`src/design/assert_macros.svh`:
```
// Assertion helpers shared by the RTL. Every property is sampled on the rising
// edge of clk_i and is switched off while rst_ni is low.
`ifndef ASSERT_MACROS_SVH
`define ASSERT_MACROS_SVH

// Checks that a property holds at every clock edge outside of reset.
`define ASSERT_CLK(lbl, prop) \
  lbl: assert property (@(posedge clk_i) disable iff (!rst_ni) (prop)) \
    else $error("assertion failed");

// Checks that a condition never becomes true outside of reset.
`define ASSERT_NEVER(lbl, cond) \
  lbl: assert property (@(posedge clk_i) disable iff (!rst_ni) !(cond)) \
    else $error("forbidden condition seen");

`endif

```
`src/design/i2cm_pkg.sv`:
```
package i2cm_pkg;

  // Default width of the phase delay counter.
  localparam int unsigned DELAY_BITS_DEFAULT = 16;

  // Phase length after reset, in words (ticks of the time base).
  localparam logic [15:0] HALF_DELAY_RESET = 16'd35;

  // Number of data bits in one transfer.
  localparam logic [3:0] BYTE_BITS = 4'd8;

  typedef enum logic [1:0] {
    CMD_START = 2'd0,
    CMD_STOP  = 2'd1,
    CMD_WRITE = 2'd2,
    CMD_READ  = 2'd3
  } cmd_e;

  typedef struct packed {
    logic       cmd_valid;
    logic [1:0] func;
    logic [7:0] write_byte;
    logic       send_nack;
    logic       sda_in;
  } in_word_t;

  typedef struct packed {
    logic       scl;
    logic       sda_out;
    logic       sda_drive;
    logic       busy_res;
    logic       done_res;
    logic [7:0] read_byte;
    logic       no_ack;
  } out_word_t;

  // Sequencer state carried from one word to the next.
  typedef struct packed {
    cmd_e       cmd;
    logic       active;
    logic [1:0] phase;
    logic [3:0] bit_idx;
    logic [7:0] shreg;
    logic       ack;
    logic       scl;
    logic       sda;
    logic       drv;
    logic [7:0] last_read;
    logic       last_nack;
  } seq_state_t;

  localparam seq_state_t SEQ_RESET = '{
    cmd:       CMD_START,
    active:    1'b0,
    phase:     2'd0,
    bit_idx:   4'd0,
    shreg:     8'd0,
    ack:       1'b0,
    scl:       1'b1,
    sda:       1'b1,
    drv:       1'b1,
    last_read: 8'd0,
    last_nack: 1'b0
  };

endpackage

```
`src/design/i2cm_timer.sv`:
```
module i2cm_timer
  import i2cm_pkg::*;
#(
  parameter int unsigned DELAY_BITS = DELAY_BITS_DEFAULT
) (
  input  logic        clk_i,
  input  logic        rst_ni,
  input  logic        en_i,
  input  logic [15:0] half_delay_i,
  output logic        phase_end_o
);

  // Compare width wide enough for both the register and the counter.
  localparam int unsigned HW = (DELAY_BITS > 16) ? DELAY_BITS : 16;

  logic [DELAY_BITS-1:0] cnt_q;
  logic [DELAY_BITS-1:0] cnt_d;
  logic [DELAY_BITS-1:0] cnt_inc;
  logic [HW-1:0]         hd_ext;
  logic [HW-1:0]         mask_ext;
  logic [HW-1:0]         hd_sat;

  assign cnt_inc  = cnt_q + 1'b1;
  assign hd_ext   = HW'(half_delay_i);
  assign mask_ext = HW'({DELAY_BITS{1'b1}});

  // A zero length counts as one; a length the counter cannot reach is clipped.
  always_comb begin
    hd_sat = (hd_ext > mask_ext) ? mask_ext : hd_ext;
    if (hd_sat == '0) begin
      hd_sat = HW'(1);
    end
  end

  assign phase_end_o = (HW'(cnt_inc) >= hd_sat);
  assign cnt_d       = phase_end_o ? '0 : cnt_inc;

  always_ff @(posedge clk_i or negedge rst_ni) begin
    if (!rst_ni) begin
      cnt_q <= '0;
    end else if (en_i) begin
      cnt_q <= cnt_d;
    end
  end

endmodule

```
`src/design/i2cm_seq.sv`:
```
module i2cm_seq
  import i2cm_pkg::*;
(
  input  seq_state_t cur_i,
  input  in_word_t   word_i,
  input  logic       phase_end_i,
  output seq_state_t nxt_o,
  output out_word_t  res_o
);

  // Pin levels {scl, sda, drive} shown on entry to the phase that s points at.
  function automatic logic [2:0] phase_pins(input seq_state_t s);
    logic [2:0] p;
    logic       data_phase;
    data_phase = (s.bit_idx < BYTE_BITS);
    case (s.cmd)
      CMD_START: begin
        if (s.phase == 2'd0) begin
          p = 3'b111;
        end else if (s.phase == 2'd1) begin
          p = 3'b101;
        end else begin
          p = 3'b001;
        end
      end
      CMD_STOP: begin
        if (s.phase == 2'd0) begin
          p = 3'b001;
        end else if (s.phase == 2'd1) begin
          p = 3'b101;
        end else begin
          p = 3'b111;
        end
      end
      CMD_WRITE: begin
        if (data_phase) begin
          p = {s.phase == 2'd1, s.shreg[7], 1'b1};
        end else begin
          p = {s.phase == 2'd1, 1'b1, 1'b0};
        end
      end
      CMD_READ: begin
        if (data_phase) begin
          p = {s.phase == 2'd0, 1'b1, 1'b0};
        end else begin
          p = {s.phase == 2'd1, s.ack, 1'b1};
        end
      end
      default: begin
        p = 3'b111;
      end
    endcase
    return p;
  endfunction

  seq_state_t nxt;
  logic       enter;
  logic       done;
  logic       data_phase;

  assign data_phase = (cur_i.bit_idx < BYTE_BITS);

  always_comb begin
    nxt   = cur_i;
    enter = 1'b0;
    done  = 1'b0;
    if (!cur_i.active) begin
      if (word_i.cmd_valid) begin
        nxt.cmd     = cmd_e'(word_i.func);
        nxt.shreg   = (cmd_e'(word_i.func) == CMD_WRITE) ? word_i.write_byte : 8'd0;
        nxt.ack     = word_i.send_nack;
        nxt.active  = 1'b1;
        nxt.phase   = 2'd0;
        nxt.bit_idx = 4'd0;
        enter       = 1'b1;
      end
    end else if (phase_end_i) begin
      enter = 1'b1;
      case (cur_i.cmd)
        CMD_START, CMD_STOP: begin
          if (cur_i.phase < 2'd2) begin
            nxt.phase = cur_i.phase + 2'd1;
          end else begin
            done = 1'b1;
          end
        end
        CMD_WRITE: begin
          if (data_phase) begin
            if (cur_i.phase < 2'd2) begin
              nxt.phase = cur_i.phase + 2'd1;
            end else begin
              nxt.shreg   = {cur_i.shreg[6:0], 1'b0};
              nxt.bit_idx = cur_i.bit_idx + 4'd1;
              nxt.phase   = 2'd0;
            end
          end else if (cur_i.phase == 2'd0) begin
            nxt.phase = 2'd1;
          end else begin
            // Acknowledge sampled; SCL falls and SDA stays released.
            nxt.last_nack = word_i.sda_in;
            nxt.scl       = 1'b0;
            nxt.sda       = 1'b1;
            nxt.drv       = 1'b0;
            done          = 1'b1;
          end
        end
        CMD_READ: begin
          if (data_phase) begin
            if (cur_i.phase == 2'd0) begin
              nxt.shreg = {cur_i.shreg[6:0], word_i.sda_in};
              nxt.phase = 2'd1;
            end else begin
              nxt.bit_idx = cur_i.bit_idx + 4'd1;
              nxt.phase   = 2'd0;
            end
          end else if (cur_i.phase < 2'd2) begin
            nxt.phase = cur_i.phase + 2'd1;
          end else begin
            nxt.last_read = cur_i.shreg;
            done          = 1'b1;
          end
        end
        default: begin
          done = 1'b1;
        end
      endcase
      if (done) begin
        enter       = 1'b0;
        nxt.active  = 1'b0;
        nxt.phase   = 2'd0;
        nxt.bit_idx = 4'd0;
      end
    end
    if (enter) begin
      {nxt.scl, nxt.sda, nxt.drv} = phase_pins(nxt);
    end
  end

  assign nxt_o = nxt;

  always_comb begin
    res_o.scl       = nxt.scl;
    res_o.sda_out   = nxt.sda;
    res_o.sda_drive = nxt.drv;
    res_o.busy_res  = nxt.active;
    res_o.done_res  = done;
    res_o.read_byte = nxt.last_read;
    res_o.no_ack    = nxt.last_nack;
  end

endmodule

```
`src/design/i2c_master_byte_engine_core.sv`:
```
// Channel  Direction  Valid        Stall        Payload
// input    in         in_valid_i   in_stall_o   in_word_i  (in_word_t)
// output   out        out_valid_o  out_stall_i  out_word_o (out_word_t)
// config   in         cfg_we_i     -            cfg_wdata_i (half_delay)
//
// The core takes one word per clock cycle while neither side stalls, and
// returns one result word for it. Each word is one tick of the I2C time base;
// it is held in the input register, passes through the single step of
// sequencer logic and is held in the result register.
// Reset leaves the sequencer state with SCL and SDA driven high, the core idle
// and the phase length register at 35.
// A stall on the output holds the result register; the input register then
// fills and the input stall rises in the same cycle, so no word is lost.
module i2c_master_byte_engine_core
  import i2cm_pkg::*;
#(
  parameter int unsigned DELAY_BITS = DELAY_BITS_DEFAULT
) (
  input  logic        clk_i,
  input  logic        rst_ni,
  input  logic        in_valid_i,
  output logic        in_stall_o,
  input  in_word_t    in_word_i,
  output logic        out_valid_o,
  input  logic        out_stall_i,
  output out_word_t   out_word_o,
  input  logic        cfg_we_i,
  input  logic [15:0] cfg_wdata_i
);

`include "assert_macros.svh"

  // Input register: holds the next word until the sequencer steps on it.
  logic       in_vld_q;
  in_word_t   in_q;

  // Result register: holds the last result until the receiver takes it.
  logic       out_vld_q;
  out_word_t  out_q;

  // Sequencer state and the phase length register.
  seq_state_t state_q;
  seq_state_t state_d;
  logic [15:0] half_delay_q;

  out_word_t  res;
  logic       advance;
  logic       phase_end;

  // The sequencer steps whenever a word waits and the result register has room.
  assign advance    = in_vld_q && (!out_vld_q || !out_stall_i);
  assign in_stall_o = in_vld_q && !advance;

  // The phase timer runs only while a command is in progress, one count per word.
  i2cm_timer #(
    .DELAY_BITS(DELAY_BITS)
  ) u_timer (
    .clk_i       (clk_i),
    .rst_ni      (rst_ni),
    .en_i        (advance && state_q.active),
    .half_delay_i(half_delay_q),
    .phase_end_o (phase_end)
  );

  // Command decode, phase stepping and pin levels for one word.
  i2cm_seq u_seq (
    .cur_i      (state_q),
    .word_i     (in_q),
    .phase_end_i(phase_end),
    .nxt_o      (state_d),
    .res_o      (res)
  );

  always_ff @(posedge clk_i or negedge rst_ni) begin
    if (!rst_ni) begin
      in_vld_q <= 1'b0;
    end else if (!in_stall_o) begin
      in_vld_q <= in_valid_i;
    end
  end

  // The payload register needs no reset; it loads with every accepted word.
  always_ff @(posedge clk_i) begin
    if (!in_stall_o && in_valid_i) begin
      in_q <= in_word_i;
    end
  end

  always_ff @(posedge clk_i or negedge rst_ni) begin
    if (!rst_ni) begin
      out_vld_q <= 1'b0;
    end else if (advance) begin
      out_vld_q <= 1'b1;
    end else if (!out_stall_i) begin
      out_vld_q <= 1'b0;
    end
  end

  always_ff @(posedge clk_i) begin
    if (advance) begin
      out_q <= res;
    end
  end

  always_ff @(posedge clk_i or negedge rst_ni) begin
    if (!rst_ni) begin
      state_q <= SEQ_RESET;
    end else if (advance) begin
      state_q <= state_d;
    end
  end

  // Configuration must be written only while the core is idle; it is not enforced.
  always_ff @(posedge clk_i or negedge rst_ni) begin
    if (!rst_ni) begin
      half_delay_q <= HALF_DELAY_RESET;
    end else if (cfg_we_i) begin
      half_delay_q <= cfg_wdata_i;
    end
  end

  assign out_valid_o = out_vld_q;
  assign out_word_o  = out_q;

  // A completion can only come from a command that was running.
  `ASSERT_CLK(a_done_from_active, (advance && res.done_res) |-> state_q.active)
  // The bit counter never runs past the acknowledge slot.
  `ASSERT_NEVER(a_bit_idx_range, state_q.bit_idx > BYTE_BITS)
  // The input side stalls only when the result register is full and held.
  `ASSERT_CLK(a_stall_cause, in_stall_o |-> (in_vld_q && out_vld_q && out_stall_i))
  // A finished write leaves SDA released for the slave.
  `ASSERT_CLK(a_write_release,
              (advance && res.done_res && state_q.cmd == CMD_WRITE) |=> !out_q.sda_drive)

endmodule

```
`config.mk`:
```
export PLATFORM = sky130hd
export DESIGN_NAME = i2c_master_byte_engine_core
export DESIGN_NICKNAME = d
export VERILOG_FILES = /design/src/design/i2cm_pkg.sv /design/src/design/i2cm_timer.sv /design/src/design/i2cm_seq.sv /design/src/design/i2c_master_byte_engine_core.sv
export VERILOG_INCLUDE_DIRS = /design/src /design/src/design
export SDC_FILE = /design/constraint.sdc
export NUM_CORES = 1
export LEC_CHECK = 0
export ABC_AREA = 1
export ABC_CLOCK_PERIOD_IN_PS = 4410
export BUFFER_PORTS_ARGS = -buffer_cell sky130_fd_sc_hd__buf_2
export CAP_MARGIN = 20
export CORE_UTILIZATION = 50
export DETAILED_ROUTE_END_ITERATION = 8
export HOLD_SLACK_MARGIN = 0.1
export PLACE_DENSITY_LB_ADDON = 0.08
export RECOVER_POWER = 100
export SYNTH_ARGS = -nofsm -noshare
export SYNTH_HDL_FRONTEND = slang
export SYNTH_HIERARCHICAL = 1
export SYNTH_SLANG_ARGS = --single-unit
```
`constraint.sdc`:
```
create_clock -name clk_i -period 4.41 [get_ports clk_i]
set_input_delay 0.882 -clock clk_i [delete_from_list [all_inputs] [get_ports clk_i]]
set_output_delay 0.882 -clock clk_i [all_outputs]
set_load 0.01 [all_outputs]
```
Word-level counts from Yosys, hierarchy flattened --
Cells that the tools add are included.
Storage, ports and cells: register bits after elaboration 91, bits in latches 0, RAM bits 0, ROM bits 0, input bits 34, logic and storage cells 124, memories 0
Cells by class: $add $sub $neg 3, multiply operators 0, divide/modulo/power cells 0, magnitude comparators 5, eq/ne operators 15, shift operators 0, muxes and demuxes 55, bitwise gates (word level) 0, reduce and logical (&&, ||, !) cells 18
Operators by type and width (count):
- 12-bit 2-to-1 mux | 5
- 16-bit 2-to-1 mux | 3
- 8-bit 2-to-1 mux | 5
- 15-bit 2-to-1 mux | 2
- 3-bit 2-to-1 mux | 8
- 12-bit case mux with 2 select lines | 1
- 18-bit 2-to-1 mux | 1
- 1-bit 2-to-1 mux | 17
- 16-bit by 1-bit adder with 16-bit output (second input constant) | 1
- 16-bit >= comparator | 1
- 16-bit > comparator (second input constant) | 1
- 16-bit logical NOT | 1
- 2-bit 2-to-1 mux | 8
- 3-bit case mux with 4 select lines | 1
- 2-bit == test (second input constant) | 5
- 3-bit by 2-bit != test with 1-bit output (second input constant) | 3
- 2-bit logical NOT | 4
- 4-bit less-than comparator (second input constant) | 2
- 8-bit AND reduction | 1
- 7-bit 2-to-1 mux | 1
- 2-bit by 1-bit == test with 1-bit output (second input constant) | 3
- 2-bit case mux with 3 select lines | 1
- 4-bit by 1-bit adder with 4-bit output (second input constant) | 1
- 1-bit logical AND | 4
- 12 further kinds | 16

Depth between registers and ports, before layout --
Gate-level depths: netlist of run 1.
depth in word-level cells 15, gate-level depth with buffers 29, depth with buffers taken out 28

Hierarchy --
Netlist of run 1, hierarchy kept.
Modules (own cells, without submodules):
- i2c_master_byte_engine_core | instances 1, cells each 237, area an instance 2716.4 µm²
- i2cm_timer | instances 1, cells each 262, area an instance 1629.1 µm²
- i2cm_seq | instances 1, cells each 217, area an instance 1094.8 µm²

Least setup slack after synthesis of run 1 --
OpenSTA, ideal clock, no wires.
path kind register to register, start register u_timer.cnt_q[0], end register out_q, in the netlist out_word_o[13] (data pin), data arrival time 3.122 ns, required time 4.159 ns, setup slack 1.037 ns, stages on the path, launching flop included 26, buffers on the path 2, clock period less this slack 3.373 ns, path through dfrtp_1 -> ha_1 -> inv_2 -> nor2_4 -> nand3_2 -> nor2_1 -> nand2_1 -> nand2_1 -> inv_1 -> ha_1 -> nand2_1 -> o21ai_1 -> a21oi_4 -> buf_2 -> nand2_1 -> nand2_1 -> clkinv_2 -> nand2_1 -> nand2_1 -> o21ai_1 -> nand2_1 -> nand2_1 -> nand2_1 -> nand2_1 -> nand2_1 -> buf_4
RTL lines:
- start, declared | RTL line i2cm_timer.sv:16 | logic [DELAY_BITS-1:0] cnt_q;
- start signal, assigned | RTL line i2cm_timer.sv:42 | cnt_q <= cnt_d;
- end signal, assigned | RTL line i2c_master_byte_engine_core.sv:101 | out_q <= res;
- end, declared | RTL line i2c_master_byte_engine_core.sv:39 | out_word_t out_q;

==> metrics, run 1 <==
clk slew on worst S/H paths 0.10 ns; fill count about 1,000; die extent in x about 110 um; top sig layer met4; Hold WS roughly 0.47 ns; largest net degree at the start of global routing between 40 and 50; initial antenna violation count 0; Async SR Flop Fraction 0.703; max-slew violation count 108; final hold violations 0; final worst slack about 0.64 ns; Die H around 110 um; most common cell in the synthesized netlist nand2_1; failing checks max-capacitance violations, max-slew violations; CTS tree built; Num CTS Buffers 9; crit end category register; vias between 4,000 and 5,000; IO Pins 50; Worst setup SP type register; number of global-route vias before repair 4,360; top_reg_cell synth dfrtp_1; sequential-to-total area share from yosys stat 0.445; synth top area cells dfrtp_1, nand2_1, edfxtp_1, inv_1, nand3_1; ant diodes 0; TritonRoute pass-1 iters 5; DR WL met2 roughly 5.9 mm; Area after DPL 5700 um2; max cap viols 3; Mapped Avg Cell Area about 7.6 um2; multiplexer share of the synthesized area 0; Crit Path Class reg -> reg; wire per inst approximately 13 um; fin crit period around 3.8 ns; DR iter-0 viols approximately 360; post-route ant nets 0; CTS Sinks about 90; Cell variety after synth 40; Slew @ Worst Pin ~2.3 ns; PortBufs 49; Clock Latency Late Sink around 0.37 ns; crit share post-route 0.855; largest family of logic cells by synthesized area simple AND/OR/NAND/NOR gates; Initial Util 0.522; fin cells between 800 and 900; data required time of the critical path between 4 and 5 ns; clock tree buffer depth 2; worst min path class reg -> reg; metal3 WL 483 um; WP data arrival between 4 and 5 ns; post-synth top area share 0.267; Leak between 2 and 3 nW; synthesized net count 770; Yosys reg bits between 90 and 100; hpwl dp 8.44 mm; Pwr Total about 2.1 mW; Post-Synth Simple-Gate Area 0.287; H-tree depth 3; adder-cell share of the synthesized area 0.0460; WL final between 10 and 15 mm; post-synth top area cell dfrtp_1; post-cts hold buffer count 0; Syn Std Cell Area roughly 5400 um2; post-CTS setup buffers 0; Root Buffer clkbuf_8; vias per std cell 5.09; Area Overhead vs Synth 6.76%; Crit Path Max Fanout 16; Core ar. approximately 10,000 um2; GRT Total Usage 0.227; # placed instances 874; Finished Cell Area 5810 um2; first-pass GRT wire length 20.1 mm; Power Dens Cells 357 nW/um2; RSZ-0062 raised after global routing false; cell count after synthesis 716; # DRC 0; Yosys Warn Count 6; row count 37; Final GP Congestion 0.942; EDFF count, synth 27; M1 WL 5.25 mm; Clock Skew ~0.012 ns; Fmax approximately 0.27 GHz; pre-CTS setup slack 0.786 ns; layout cells sized above 1 0.117; die area roughly 11,000 um2; fin util 0.558; GR Overflow Total 0; xor-xnor portion of the synthesized cell area 0.00805; final setup fails 0; Max VDD drop roughly 180 uV; final setup TNS 0 ns; Synth Area in Compound Gates 0.0977; post_cts resized 0; Slew headroom -0.521; # nets final between 800 and 900; most common library cells after synthesis nand2_1, inv_1, nand3_1, dfrtp_1, o21ai_0; status finished, violations left
-- critical path, cell delays in order, from the launching register on --
cell and delay (ns):
dfrtp_1 0.46, ha_1 0.22, inv_1 0.09, nor2_4 0.17
nand2_1 0.09, o21ai_1 0.21, inv_1 0.07, ha_1 0.28
nand2_1 0.07, o21a_1 0.19, nand2_1 0.07, nand2_1 0.07
nand2_1 0.17, nand2_1 0.19, clkinv_2 0.18, nand4_1 0.49
o21ai_0 0.42, nand3_1 0.12, nand2_1 0.15
-- power by group --
part	switching, mW	internal [mW]	leakage (nW)	total, mW
combinational	0.319	0.162	1.79	0.481
clock	0.325	0.215	0.0925	0.540
sequential	0.0787	0.975	1.09	1.05
-- cells in the final DEF, fill, tap and decap left out, types with 4 or more instances in the layout --
master    count
o21ai_1       9
nand4_1       6
inv_1       100
clkbuf_1     22
dfstp_2       6
o211ai_1      6
a21oi_1      14
o22ai_1       7
inv_2        10
nor2_1       35
nand2_1     240
xor2_1        4
buf_2        31
o21ai_0      38
edfxtp_1     27
nor3_1        5
clkbuf_8      9
ha_1         20
nand2_2       6
dfrtp_1      58
nand3_1      60
-- cell type report --
| class | instances | area (um2) | share of cell area |
|---|---|---|---|
| multi-input cells | 479 | 2360 | 0.406 |
| clock buffers | 9 | 124 | 0.0213 |
| well taps | 136 | 170 | 0.0293 |
| clock inverters | 7 | 58.8 | 0.0101 |
| inverters | 113 | 427 | 0.0735 |
| repair buffers | 55 | 253 | 0.0435 |
| flip-flops and latches | 91 | 2420 | 0.417 |
-- sequential cells by signal, summed over array words and instances (netlist names) --
signal	flops
out_valid_o	1
u_timer/cnt_q	16
in_q	13
state_q	30
out_word_o	14
half_delay_q	16
in_vld_q	1
-- metal layers --
| metal | global-route usage | vias up |
|---|---|---|
| met3 | 0.0386 | 15 |
| li1 | - | 2338 |
| met2 | 0.401 | 104 |
| met1 | 0.280 | 2074 |
| met4 | 0.0734 | 0 |
| met5 | 0 | - |
-- path summary, 6_finish.rpt --
check / to / cells past startpoint / from / slack, ns
min reg2reg: state_q[10] / 2 / state_q[10] / 0.47
min in group asynchronous: u_timer/cnt_q[12] / 1 / rst_ni / 1.19
max reg2reg: state_q[5] / 18 / u_timer/cnt_q[0] / 0.64
min: state_q[10] / 2 / state_q[10] / 0.47
max in group asynchronous: u_timer/cnt_q[4] / 2 / rst_ni / 1.06
max: state_q[5] / 18 / u_timer/cnt_q[0] / 0.64
-- cells by family after synthesis --
kind of cell / Yosys count
and+or+nand+nor: 366
buffers and inverters: 146
DFF: 91
xor gates and xnor gates: 5
AOI/OAI and AO/OA: 88
adders and majority gates: 20
No activity file was read; power rests on OpenSTA's default activity.
==> run 2, diff against run 1 <==
BUFFER_PORTS_ARGS = unset   (was -buffer_cell sky130_fd_sc_hd__buf_2)
CTS_BUF_LIST = sky130_fd_sc_hd__clkbuf_4   (was unset)
DONT_BUFFER_PORTS = 1   (was unset)
==> metrics, run 2 (synthesized netlist as in run 1, its figures left out) <==
wire per inst 14.0 um; most used cell, CP nand2_1; post-route ant nets 0; Area Overhead vs Synth 2.81%; row count 37; first-pass GRT wire length ~20 mm; final setup TNS 0 ns; Final GP Congestion between 0.9 and 1; biggest regs state_q: 30 flops, half_delay_q: 16 flops, u_timer/cnt_q: 16 flops; Sequential Power Share 0.505; WP data arrival 4.12 ns; worst reg2reg path depth 21; GR Overflow Total 0; H-tree depth 3; DR iter-0 viols between 300 and 400; max reg flops 30; Power Dens Cells ~380 nW/um2; Crit Path Max Fanout 7; WL final 11.7 mm; fin crit period 3.91 ns; die area approximately 11,000 um2; post_cts resized 0; final setup fails 0; initial antenna violation count 0; Pint roughly 1.4 mW; Clock Latency Late Sink between 0.4 and 0.5 ns; die extent in x between 100 and 150 um; PortBufs 0; Logic pwr share 0.211; crit share post-route 0.886; TritonRoute pass-1 iters 6; Core ar. roughly 10,000 um2; clk slew on worst S/H paths between 0.15 and 0.2 ns; switching power just under 0.7 mW; vias between 4,000 and 5,000; Clk pwr share 0.285; most frequent cells in the layout nand2_1, inv_1, nand3_1, dfrtp_1, o21ai_0; ant diodes 0; pre-CTS setup slack about 0.8 ns; # DRC 0; CP peak stage delay around 0.64 ns; layout cells sized above 1 0.0753; critical path buffer and inverter count 2; vias per std cell between 5 and 6; CTS tree built; Num CTS Buffers 9; Die H ~110 um; worst min path class in -> async; # nets final 753; clock tree buffer depth 2; failing checks max-capacitance violations, max-slew violations; most common cell after layout, fill and taps aside nand2_1; hpwl dp just over 8 mm; max-slew violation count about 60; Leak 2.83 nW; Max VDD drop ~220 uV; Pwr Total ~2.1 mW; crit-path cells ha_1 -> inv_1 -> nor2_4 -> nand2_1 -> o21ai_1 -> inv_1 -> ha_1 -> nand2_1 -> o21a_1 -> nand2_1 -> nand2_1 -> nand2_1 -> nand2_1 -> o21ai_0 -> o21ai_1 -> a21oi_1 -> nand2_1 -> nand2_1 -> nand4_1 -> nand3_1 -> nand2_1; Finished Cell Area roughly 5600 um2; CTS Sinks 91; Crit Path Class reg -> reg; critical path depth 21; GRT Total Usage 0.228; Area after DPL approximately 5400 um2; max cap viols 2; IO Pins 50; Initial Util 0.522; data required time of the critical path about 4.6 ns; most flop-heavy register state_q; status finished, violations left; Critical Path Slowest Stage Cell o21ai_0; final worst slack ~0.50 ns; Slew headroom -1.16; crit end category register; fin cells between 800 and 900; Root Buffer clkbuf_4; crit-path leading delay family compound AO/OA/AOI/OAI gates; final hold violations 0; number of global-route vias before repair approximately 4,200; # placed instances around 820; Clock Skew 0.0172 ns; Slew @ Worst Pin between 3 and 4 ns; RSZ-0062 raised after global routing false; Sw Ratio 0.328; Worst setup SP type register; Fmax 0.256 GHz; largest net degree at the start of global routing a little under 60
run 2: final timing paths:
path / start / end / slack [ns]
worst min register to register: state_q[10] / state_q[10] / 0.47
min in group clk_i: state_q[10] / state_q[10] / 0.47
worst max-delay path: u_timer/cnt_q[0] / out_word_o[12] / 0.50
worst min-delay path: rst_ni / half_delay_q[5] / 0.24
worst max register to register: u_timer/cnt_q[0] / out_word_o[12] / 0.50
max in group asynchronous: rst_ni / state_q[20] / 1.11
run 2: what timing repair did:
item | 4_1_cts | 5_1_grt
hold buffers | 1 | 0
endpoints found under the hold margin | 58 | 0
setup buffers | 0 | 0
run 2: through the flow:
step | hold slack (ns) | utilization
CTS | 0.212 | 0.543
finish | 0.242 | 0.537
global route | 0.194 | 0.537
global placement | 0.451 | 0.522
floorplan | 0.437 | -
detailed placement | 0.456 | 0.522
run 2: worst reg2reg max path, delay by kind of cell, from the launching register on:
kind / cells / cell delay (ns)
buf+inv: 2 / 0.16
compound gates: 5 / 1.39
simple gates: 12 / 1.15
fa+ha+maj: 2 / 0.50
flops: 1 / 0.48
run 2: power by group through the flow:
stage                     combinational (mW)  clock [mW]  sequential [mW]
after floorplan                        0.377           0             1.06
after global placement                 0.433           0             1.08
after detailed placement               0.441           0             1.08
after CTS                              0.459       0.617             1.06
after global routing                   0.518       0.649             1.08
final                                  0.443       0.599             1.06
run 2: layout make-up:
type | instances | area [um2]
fill | 1021 | 4820
sequential | 91 | 2420
multi-input combinational | 479 | 2360
inverter | 113 | 427
tap | 136 | 170
clock inverter | 7 | 123
clock buffer | 9 | 67.6
timing repair buffer | 5 | 30.0
run 2: metal layers:
metal / part of all wire / up-vias / global-route usage
li1: - / 2230 / -
met1: 0.45 / 1977 / 0.294
met2: 0.49 / 101 / 0.384
met3: 0.038 / 17 / 0.0417
met4: 0.020 / 0 / 0.0794
met5: 0 / - / 0
